==> src/hw/rtl/ptts_pkg.sv <==
// Shared types and constants for the periodic task tick scheduler.
// Used by ptts_ctrl, ptts_datapath and periodic_task_tick_scheduler_top.
`timescale 1ns / 1ps

package ptts_pkg;

    // Item kinds.
    localparam logic [1:0] KIND_TICK    = 2'd0;
    localparam logic [1:0] KIND_ATTACH  = 2'd1;
    localparam logic [1:0] KIND_SERVICE = 2'd2;

    // Result status codes.
    localparam logic [1:0] STATUS_OK         = 2'd0;
    localparam logic [1:0] STATUS_ZERO_DELAY = 2'd1;
    localparam logic [1:0] STATUS_FULL       = 2'd2;

    localparam logic [11:0] TPS_RESET = 12'd1000;

    typedef struct packed {
        logic [1:0]  kind;
        logic [15:0] interval_ticks;
        logic [15:0] first_delay;
    } item_t;

    typedef struct packed {
        logic [15:0] pending_mask;
        logic [31:0] seconds;
        logic [11:0] subsecond;
        logic [4:0]  slot_count;
        logic [1:0]  status;
    } result_t;

    // Commands from the controller to the datapath.
    typedef struct packed {
        logic accept;
        logic issue;
        logic load;
    } ctrl_cmd_t;

    // Status from the datapath to the controller.
    typedef struct packed {
        logic rd_more;
        logic upd_busy;
        logic out_free;
    } dp_status_t;

endpackage

==> src/hw/rtl/periodic_task_tick_scheduler_top.sv <==
// Top level of the periodic task tick scheduler.
// Depends on ptts_pkg, ptts_ctrl and ptts_datapath.
//
//  channel   signals                                    payload
//  item      item_valid / item_ready                    item (ptts_pkg::item_t)
//  result    result_valid / result_ready                result (ptts_pkg::result_t)
//  config    cfg_wr_en                                  cfg_wr_data (ticks per second)
//
// A tick walks the active slots after acceptance: the slot walk reads one slot memory word
// per cycle into a read data register and writes back each word whose countdown was not zero.
// Attach, service and unused kinds skip the walk. One transaction is in work at a time.
// Reset is asynchronous; slot memory contents are not cleared and need no clearing pass.
// A stalled result holds in the output register while the next item is accepted; a second
// result waits, with the controller in ST_DONE, until the first one is taken.
`timescale 1ns / 1ps

module periodic_task_tick_scheduler_top #(
    parameter int MAX_TASKS = 16
) (
    input  logic              clk,
    input  logic              rst_n,
    input  logic              item_valid,
    output logic              item_ready,
    input  ptts_pkg::item_t   item,
    output logic              result_valid,
    input  logic              result_ready,
    output ptts_pkg::result_t result,
    input  logic              cfg_wr_en,
    input  logic [11:0]       cfg_wr_data
);
    import ptts_pkg::*;

    ctrl_cmd_t  cmd;
    dp_status_t dp_status;

    ptts_ctrl u_ctrl (
        .clk        (clk),
        .rst_n      (rst_n),
        .item_valid (item_valid),
        .item_kind  (item.kind),
        .item_ready (item_ready),
        .status     (dp_status),
        .cmd        (cmd)
    );

    ptts_datapath #(
        .MAX_TASKS (MAX_TASKS)
    ) u_datapath (
        .clk          (clk),
        .rst_n        (rst_n),
        .item         (item),
        .cfg_wr_en    (cfg_wr_en),
        .cfg_wr_data  (cfg_wr_data),
        .cmd          (cmd),
        .status       (dp_status),
        .result_ready (result_ready),
        .result_valid (result_valid),
        .result       (result)
    );

endmodule

==> src/hw/rtl/ptts_datapath.sv <==
// Datapath: slot memory, pending bits, tick and second counters, result register.
// Depends on ptts_pkg; driven by ptts_ctrl through ctrl_cmd_t.
`timescale 1ns / 1ps

module ptts_datapath #(
    parameter int MAX_TASKS = 16
) (
    input  logic                 clk,
    input  logic                 rst_n,
    input  ptts_pkg::item_t      item,
    input  logic                 cfg_wr_en,
    input  logic [11:0]          cfg_wr_data,
    input  ptts_pkg::ctrl_cmd_t  cmd,
    output ptts_pkg::dp_status_t status,
    input  logic                 result_ready,
    output logic                 result_valid,
    output ptts_pkg::result_t    result
);
    import ptts_pkg::*;

    localparam int IDX_W = (MAX_TASKS > 1) ? $clog2(MAX_TASKS) : 1;
    localparam int CNT_W = $clog2(MAX_TASKS + 1);

    // Each word holds the reload interval in the upper half and the countdown below.
    logic [31:0] slot_mem [MAX_TASKS];
    logic [31:0] rd_data_reg;

    logic [11:0]          tps_reg;
    logic [11:0]          tick_reg, tick_next;
    logic [31:0]          sec_reg, sec_next;
    logic [CNT_W-1:0]     active_reg, active_next;
    logic [MAX_TASKS-1:0] pending_reg, pending_next;
    logic [1:0]           status_reg, status_next;
    logic [1:0]           kind_reg, kind_next;
    logic [CNT_W-1:0]     rd_idx_reg, rd_idx_next;
    logic                 upd_vld_reg;
    logic [IDX_W-1:0]     upd_idx_reg, upd_idx_next;
    result_t              result_reg, result_next;
    logic                 result_valid_reg, result_valid_next;

    logic [12:0] tick_inc;
    logic        tick_wrap;
    logic        full;
    logic        attach_wr;
    logic [15:0] cnt, dec;
    logic        upd_wr, fire;
    logic        mem_we;
    logic [IDX_W-1:0] mem_waddr;
    logic [31:0] mem_wdata;

    assign tick_inc  = {1'b0, tick_reg} + 13'd1;
    assign tick_wrap = tick_inc >= {1'b0, tps_reg};
    assign full      = active_reg == CNT_W'(MAX_TASKS);
    assign attach_wr = cmd.accept && (item.kind == KIND_ATTACH) && !full;

    assign cnt    = rd_data_reg[15:0];
    assign dec    = cnt - 16'd1;
    assign upd_wr = upd_vld_reg && (cnt != 16'd0);
    assign fire   = upd_wr && (dec == 16'd0);

    assign mem_we    = attach_wr || upd_wr;
    assign mem_waddr = attach_wr ? active_reg[IDX_W-1:0] : upd_idx_reg;
    assign mem_wdata = attach_wr ? {item.interval_ticks, item.first_delay}
                                 : {rd_data_reg[31:16], fire ? rd_data_reg[31:16] : dec};

    assign status.rd_more  = rd_idx_reg < active_reg;
    assign status.upd_busy = upd_vld_reg;
    assign status.out_free = !result_valid_reg || result_ready;

    assign result_valid = result_valid_reg;
    assign result       = result_reg;

    always_comb
    begin
        tick_next         = tick_reg;
        sec_next          = sec_reg;
        active_next       = active_reg;
        pending_next      = pending_reg;
        status_next       = status_reg;
        kind_next         = kind_reg;
        rd_idx_next       = rd_idx_reg;
        upd_idx_next      = upd_idx_reg;
        result_next       = result_reg;
        result_valid_next = result_valid_reg;

        if (cmd.accept)
        begin
            kind_next   = item.kind;
            rd_idx_next = '0;
            status_next = STATUS_OK;
            if (item.kind == KIND_TICK)
            begin
                if (tick_wrap)
                begin
                    tick_next = '0;
                    sec_next  = sec_reg + 32'd1;
                end
                else
                begin
                    tick_next = tick_inc[11:0];
                end
            end
            else if (item.kind == KIND_ATTACH)
            begin
                if (full)
                begin
                    status_next = STATUS_FULL;
                end
                else
                begin
                    pending_next[active_reg[IDX_W-1:0]] = 1'b0;
                    active_next = active_reg + CNT_W'(1);
                    status_next = (item.first_delay == 16'd0) ? STATUS_ZERO_DELAY
                                                              : STATUS_OK;
                end
            end
        end

        if (cmd.issue)
        begin
            rd_idx_next  = rd_idx_reg + CNT_W'(1);
            upd_idx_next = rd_idx_reg[IDX_W-1:0];
        end

        if (fire)
        begin
            pending_next[upd_idx_reg] = 1'b1;
        end

        if (result_ready)
        begin
            result_valid_next = 1'b0;
        end

        if (cmd.load)
        begin
            result_next.pending_mask = 16'(pending_reg);
            result_next.seconds      = sec_reg;
            result_next.subsecond    = tick_reg;
            result_next.slot_count   = 5'(active_reg);
            result_next.status       = status_reg;
            result_valid_next        = 1'b1;
            // A service reports the pending bits and then clears them.
            if (kind_reg == KIND_SERVICE)
            begin
                pending_next = '0;
            end
        end
    end

    always_ff @(posedge clk or negedge rst_n)
    begin
        if (!rst_n)
        begin
            tps_reg          <= TPS_RESET;
            tick_reg         <= '0;
            sec_reg          <= '0;
            active_reg       <= '0;
            pending_reg      <= '0;
            status_reg       <= STATUS_OK;
            kind_reg         <= KIND_TICK;
            rd_idx_reg       <= '0;
            upd_vld_reg      <= 1'b0;
            upd_idx_reg      <= '0;
            result_valid_reg <= 1'b0;
        end
        else
        begin
            if (cfg_wr_en)
            begin
                tps_reg <= cfg_wr_data;
            end
            tick_reg         <= tick_next;
            sec_reg          <= sec_next;
            active_reg       <= active_next;
            pending_reg      <= pending_next;
            status_reg       <= status_next;
            kind_reg         <= kind_next;
            rd_idx_reg       <= rd_idx_next;
            upd_vld_reg      <= cmd.issue;
            upd_idx_reg      <= upd_idx_next;
            result_valid_reg <= result_valid_next;
        end
    end

    always_ff @(posedge clk)
    begin
        result_reg <= result_next;
    end

    always_ff @(posedge clk)
    begin
        if (mem_we)
        begin
            slot_mem[mem_waddr] <= mem_wdata;
        end
        if (cmd.issue)
        begin
            rd_data_reg <= slot_mem[rd_idx_reg[IDX_W-1:0]];
        end
    end

    a_active_bounded: assert property (@(posedge clk) disable iff (!rst_n)
        active_reg <= CNT_W'(MAX_TASKS))
        else $error("active slot count exceeds table size");

    a_unattached_idle: assert property (@(posedge clk) disable iff (!rst_n)
        (pending_reg >> active_reg) == '0)
        else $error("pending bit set on an unattached slot");

    a_no_write_clash: assert property (@(posedge clk) disable iff (!rst_n)
        !(attach_wr && upd_wr))
        else $error("attach and slot update write in the same cycle");

    a_load_free: assert property (@(posedge clk) disable iff (!rst_n)
        cmd.load |-> (status.out_free && !upd_vld_reg))
        else $error("result loaded while output busy or walk unfinished");

endmodule

==> src/hw/rtl/ptts_ctrl.sv <==
// Controller state machine: accepts items, sequences the slot walk, loads results.
// Depends on ptts_pkg; drives ptts_datapath through ctrl_cmd_t.
`timescale 1ns / 1ps

module ptts_ctrl (
    input  logic                 clk,
    input  logic                 rst_n,
    input  logic                 item_valid,
    input  logic [1:0]           item_kind,
    output logic                 item_ready,
    input  ptts_pkg::dp_status_t status,
    output ptts_pkg::ctrl_cmd_t  cmd
);
    import ptts_pkg::*;

    typedef enum logic [1:0] {
        ST_IDLE,
        ST_WALK,
        ST_DONE
    } state_t;

    state_t state_reg, state_next;

    assign item_ready = state_reg == ST_IDLE;

    always_comb
    begin
        state_next = state_reg;
        cmd        = '0;
        unique case (state_reg)
            ST_IDLE:
            begin
                if (item_valid)
                begin
                    cmd.accept = 1'b1;
                    state_next = (item_kind == KIND_TICK) ? ST_WALK : ST_DONE;
                end
            end
            ST_WALK:
            begin
                cmd.issue = status.rd_more;
                if (!status.rd_more && !status.upd_busy)
                begin
                    state_next = ST_DONE;
                end
            end
            ST_DONE:
            begin
                if (status.out_free)
                begin
                    cmd.load   = 1'b1;
                    state_next = ST_IDLE;
                end
            end
            default:
            begin
                state_next = ST_IDLE;
            end
        endcase
    end

    always_ff @(posedge clk or negedge rst_n)
    begin
        if (!rst_n)
        begin
            state_reg <= ST_IDLE;
        end
        else
        begin
            state_reg <= state_next;
        end
    end

    a_walk_exit_quiet: assert property (@(posedge clk) disable iff (!rst_n)
        (state_reg == ST_WALK && state_next == ST_DONE) |-> !cmd.issue)
        else $error("walk left while slot reads remain");

    a_tick_walks: assert property (@(posedge clk) disable iff (!rst_n)
        (cmd.accept && item_kind == KIND_TICK) |=> state_reg == ST_WALK)
        else $error("tick accepted without a slot walk");

    a_issue_in_walk: assert property (@(posedge clk) disable iff (!rst_n)
        cmd.issue |-> (state_reg == ST_WALK && status.rd_more))
        else $error("slot read issued outside the walk");

endmodule

==> config.mk <==
export PLATFORM = sky130hd
export DESIGN_NAME = periodic_task_tick_scheduler_top
export DESIGN_NICKNAME = d
export VERILOG_FILES = /design/src/hw/rtl/ptts_pkg.sv /design/src/hw/rtl/periodic_task_tick_scheduler_top.sv /design/src/hw/rtl/ptts_datapath.sv /design/src/hw/rtl/ptts_ctrl.sv
export SDC_FILE = /design/constraint.sdc
export NUM_CORES = 1
export LEC_CHECK = 0
export BUFFER_PORTS_ARGS = -buffer_cell sky130_fd_sc_hd__buf_2
export CAP_MARGIN = 20
export CORE_MARGIN = 1.5
export CORE_UTILIZATION = 50
export CTS_CLUSTER_SIZE = 12
export DETAILED_ROUTE_END_ITERATION = 12
export PLACE_DENSITY = 0.67
export SYNTH_ARGS = -nofsm -noshare
export SYNTH_HDL_FRONTEND = slang
export SYNTH_SLANG_ARGS = --single-unit
==> constraint.sdc <==
create_clock -name clk -period 5 [get_ports clk]
set_clock_uncertainty 0.15 [all_clocks]
set_input_delay 0.75 -clock clk [delete_from_list [all_inputs] [get_ports clk]]
set_output_delay 0.75 -clock clk [all_outputs]
set_load 0.02 [all_outputs]
==> impl_summary.txt <==
----------------------------------------------------
[Routing]
  Average detailed-routed wire length per instance ... 24.9 microns
  Mean number of vias per cell ... 5.90
  Highest signal layer in the routed design ... met4
  Remaining antenna violation count after routing ... 0
  First DRT Iteration DRCs ... around 1,600
  Routed wl met3 ... about 4700 microns
  Number of iterations in the first detailed-routing pass ... 6
  Total Routed Length ... roughly 60,000 microns
  Met2 wirelength from detailed routing ... around 30,000 microns
  Detailed-routing wirelength on met1 ... about 26,000 microns
  Number of vias in the routed layout ... around 15,000
  DRC violation count after routing ... 0

[Clock tree]
  CTS Root Cell ... sky130_fd_sc_hd__clkbuf_16
  Clock tree sinks ... between 700 and 800
  Clock edge transition at the registers on the reported setup and hold paths ... approximately 0.060 ns
  CTS Buf Count ... 73
  CTS H-tree depth ... 3
  Clock tree from TritonCTS ... built
  Post-CTS repair timing setup buffer count ... 0
  Buffers from clock root to sink, at most ... 3
  Clock Latency Late Sink ... 0.61 ns

[Cells and area]
  Synthesis-to-layout area growth ... 13.9%
  Ratio of cells with drive above 1 in the final layout ... 0.269
  Fin cells ... ~2,500
  Antenna diode count ... 0
  Number of flip-flops under the largest register name ... about 510
  Number of nets at the end of the flow ... 1,765

[STA]
  Worst Slack Setup Final ... 0.865 ns
  Post-layout min period ... a little over 4 ns
  Max Transition Viols Final ... 0
  Fin Setup TNS ... 0 ns
  Max Freq ... 242 MHz
  RSZ-0062 raised after global routing ... no
  Post-route worst hold slack ... ~0.22 ns
  Slew headroom ... 0.298
  Endpoints failing hold ... 0
  Final-report setup violation count ... 0
  Final period utilization ... 0.827
  Worst-margin pin slew ... around 1.1 ns

[Global route]
  Total routing usage reported by global routing ... 0.223
  Number of antenna violations at the first check in global routing ... 0
  Overflow left after global routing ... 0
  Via count of the first global-routing pass ... between 15,000 and 20,000
  Wire length of the first global-routing pass ... ~93,000 microns
  Maximum number of pins on one net before global-route repair ... between 80 and 90

[Synth]
  Post-synth EDFFs ... between 600 and 700
  Synth Area per Inst ... approximately 19 sq um
  Yosys cell types ... 63
  Share of flip-flops with an asynchronous set or reset ... 0.133
  Top cells by area in the synthesized netlist ... sky130_fd_sc_hd__edfxtp_1, sky130_fd_sc_hd__mux4_2, sky130_fd_sc_hd__dfrtp_1
  Post-synth top cells ... sky130_fd_sc_hd__edfxtp_1, sky130_fd_sc_hd__mux4_2, sky130_fd_sc_hd__nand2_1, sky130_fd_sc_hd__dfrtp_1, sky130_fd_sc_hd__nor2_1
  Most instantiated library cell after synthesis ... sky130_fd_sc_hd__edfxtp_1
  Cell type with the highest aggregate area in the netlist ... sky130_fd_sc_hd__edfxtp_1
  Number of warnings printed during yosys synthesis ... 0
  Primary FF master, synth ... sky130_fd_sc_hd__edfxtp_1
  Combined area of all synthesized cells ... about 0.028 sq mm
  Number of instances in the synthesized netlist ... between 1,500 and 2,000
  Share of synthesized area occupied by flip-flops and latches ... 0.739
  Total nets after synthesis ... ~1,600
  Post-synth top area share ... 0.655
  Flip-flop and latch count after synthesis ... 705

[Placed design]
  IO Port Bufs ... approximately 120
  Cell count after placement ... approximately 2,400
  Placement-stage worst setup slack ... around 0.84 ns
  Weighted congestion at the end of routability-driven global placement ... roughly 0.89
  Half-perimeter wire length after placement ... around 35,000 microns

[Die]
  Number of core rows ... between 80 and 90
  Initial cell density of the core ... 0.508
  Overall die height ... between 200 and 250 microns
  Die width ... between 200 and 250 microns
  Total I/O pin count ... 120
  Core footprint ... roughly 0.055 sq mm
  Die footprint ... 0.0575 sq mm

[Worst setup path]
  Register-to-register setup slack ... ~0.87 ns
  Critical-path maximum fanout ... 16
  Worst Path Required ... 5.10 ns
  Type of element capturing the critical path ... flip-flop
  R2R Path Start ... u_datapath.rd_data_reg[0]$_DFFE_PP_
  Worst setup startpoint ... u_datapath.rd_data_reg[0]$_DFFE_PP_
  Startpoint type of the worst setup path ... flip-flop
  Count of cells along the worst register-to-register path ... 10
  FF-to-FF End ... u_datapath.slot_mem[0][11]$_DFFE_PP_
  Critical path destination ... u_datapath.slot_mem[0][11]$_DFFE_PP_
  Arrival time at the worst endpoint ... ~4.2 ns
  Worst Path Class, Setup ... flip-flop to flip-flop

[Power and ir drop]
  Standby leakage power ... between 10 and 15 nW
  Power density over cell area ... about 510 mW/mm^2
  Final Power ... between 15 and 20 mW
  Worst vdd ir ... slightly below 0.4 mV

[Status]
  Result of the run ... finished clean

[Worst hold path]
  Worst min-delay path class ... input pin to flip-flop

[Run]
  MaxCap Viol Count ... 0

----------------------------------------------------
cell type report:
type,count,area [sq um]
tap,748,936
sequential,705,20700
inverter,28,105
multi-input combinational,710,7060
clock inverter,21,153
clock buffer,96,1930
timing repair buffer,171,1030
fill,4159,23300
through the flow:
stage          utilization  instance area, sq um
2_1_floorplan            -                 28000
3_3_place_gp         0.540                 29800
3_5_place_dp         0.540                 29800
4_1_cts              0.578                 31900
5_1_grt              0.578                 31900
6_report             0.578                 31900
where the power goes:
part / internal [mW] / switching [mW] / leakage [nW] / total [mW]
clock network: 2.72 / 2.14 / 1.01 / 4.86
registers: 7.57 / 0.384 / 6.78 / 7.95
logic: 1.50 / 2.12 / 3.11 / 3.62
cell usage in the layout (no fill, tap or decap), types with 24 or more instances in the layout:
cell type	instances
sky130_fd_sc_hd__nor2_1	45
sky130_fd_sc_hd__nand3_1	42
sky130_fd_sc_hd__clkbuf_16	74
sky130_fd_sc_hd__edfxtp_1	611
sky130_fd_sc_hd__nand2_1	127
sky130_fd_sc_hd__mux4_2	160
sky130_fd_sc_hd__a21oi_1	44
sky130_fd_sc_hd__xor2_1	29
sky130_fd_sc_hd__buf_4	48
sky130_fd_sc_hd__dfrtp_1	84
sky130_fd_sc_hd__o21ai_0	31
sky130_fd_sc_hd__buf_2	118
sky130_fd_sc_hd__xnor2_1	30
sky130_fd_sc_hd__ha_1	25
sky130_fd_sc_hd__nand4_1	24
sky130_fd_sc_hd__inv_1	27
cell families (layout without fill, tap and decap cells):
group | Yosys count | after routing | share of synthesized area
XOR/XNOR | 60 | 60 | 0.0190
AND/OR/NAND/NOR | 340 | 340 | 0.0585
buffers and inverters | 99 | 316 | 0.0149
adder cells (fa/ha/maj) | 25 | 25 | 0.0112
multiplexers | 169 | 169 | 0.132
AO/OA/AOI/OAI | 116 | 116 | 0.0256
flip-flops | 705 | 705 | 0.739
worst max-delay path: stages, from the launching register on:
cell,delay [ns]
sky130_fd_sc_hd__edfxtp_1,0.49
sky130_fd_sc_hd__inv_1,0.12
sky130_fd_sc_hd__ha_1,0.38
sky130_fd_sc_hd__nor4b_1,0.51
sky130_fd_sc_hd__nand3_1,0.17
sky130_fd_sc_hd__xor2_1,0.30
sky130_fd_sc_hd__inv_1,0.12
sky130_fd_sc_hd__nor4_4,0.38
sky130_fd_sc_hd__buf_4,0.24
sky130_fd_sc_hd__a21oi_1,0.08
sky130_fd_sc_hd__a21oi_1,0.83
timing repair:
item,4_1_cts,5_1_grt
hold endpoints to repair,3,0
hold buffers,1,0
gates resized for setup,0,0
metal layers:
metal,vias up,global-route usage
met5,-,0
met4,0,0.0698
met3,108,0.0475
met2,612,0.360
met1,7556,0.306
li1,6361,-
how the worst min path moves through the flow:
| stage | from | to | cells after the start |
|---|---|---|---|
| finish | cfg_wr_data[1] | u_datapath.tps_reg[1]$_DFFE_PN0P_ | 3 |
| detailed placement | u_datapath.status_reg[1]$_DFFE_PN0P_ | u_datapath.result[1]$_DFFE_PP_ | 0 |
| global placement | u_datapath.pending_reg[0]$_DFF_PN0_ | u_datapath.result[51]$_DFFE_PP_ | 0 |
| floorplan | u_datapath.pending_reg[0]$_DFF_PN0_ | u_datapath.result[51]$_DFFE_PP_ | 0 |
| CTS | cfg_wr_data[9] | u_datapath.tps_reg[9]$_DFFE_PN1P_ | 3 |
| global route | cfg_wr_data[7] | u_datapath.tps_reg[7]$_DFFE_PN1P_ | 3 |
(Power assumes the default switching activity.)
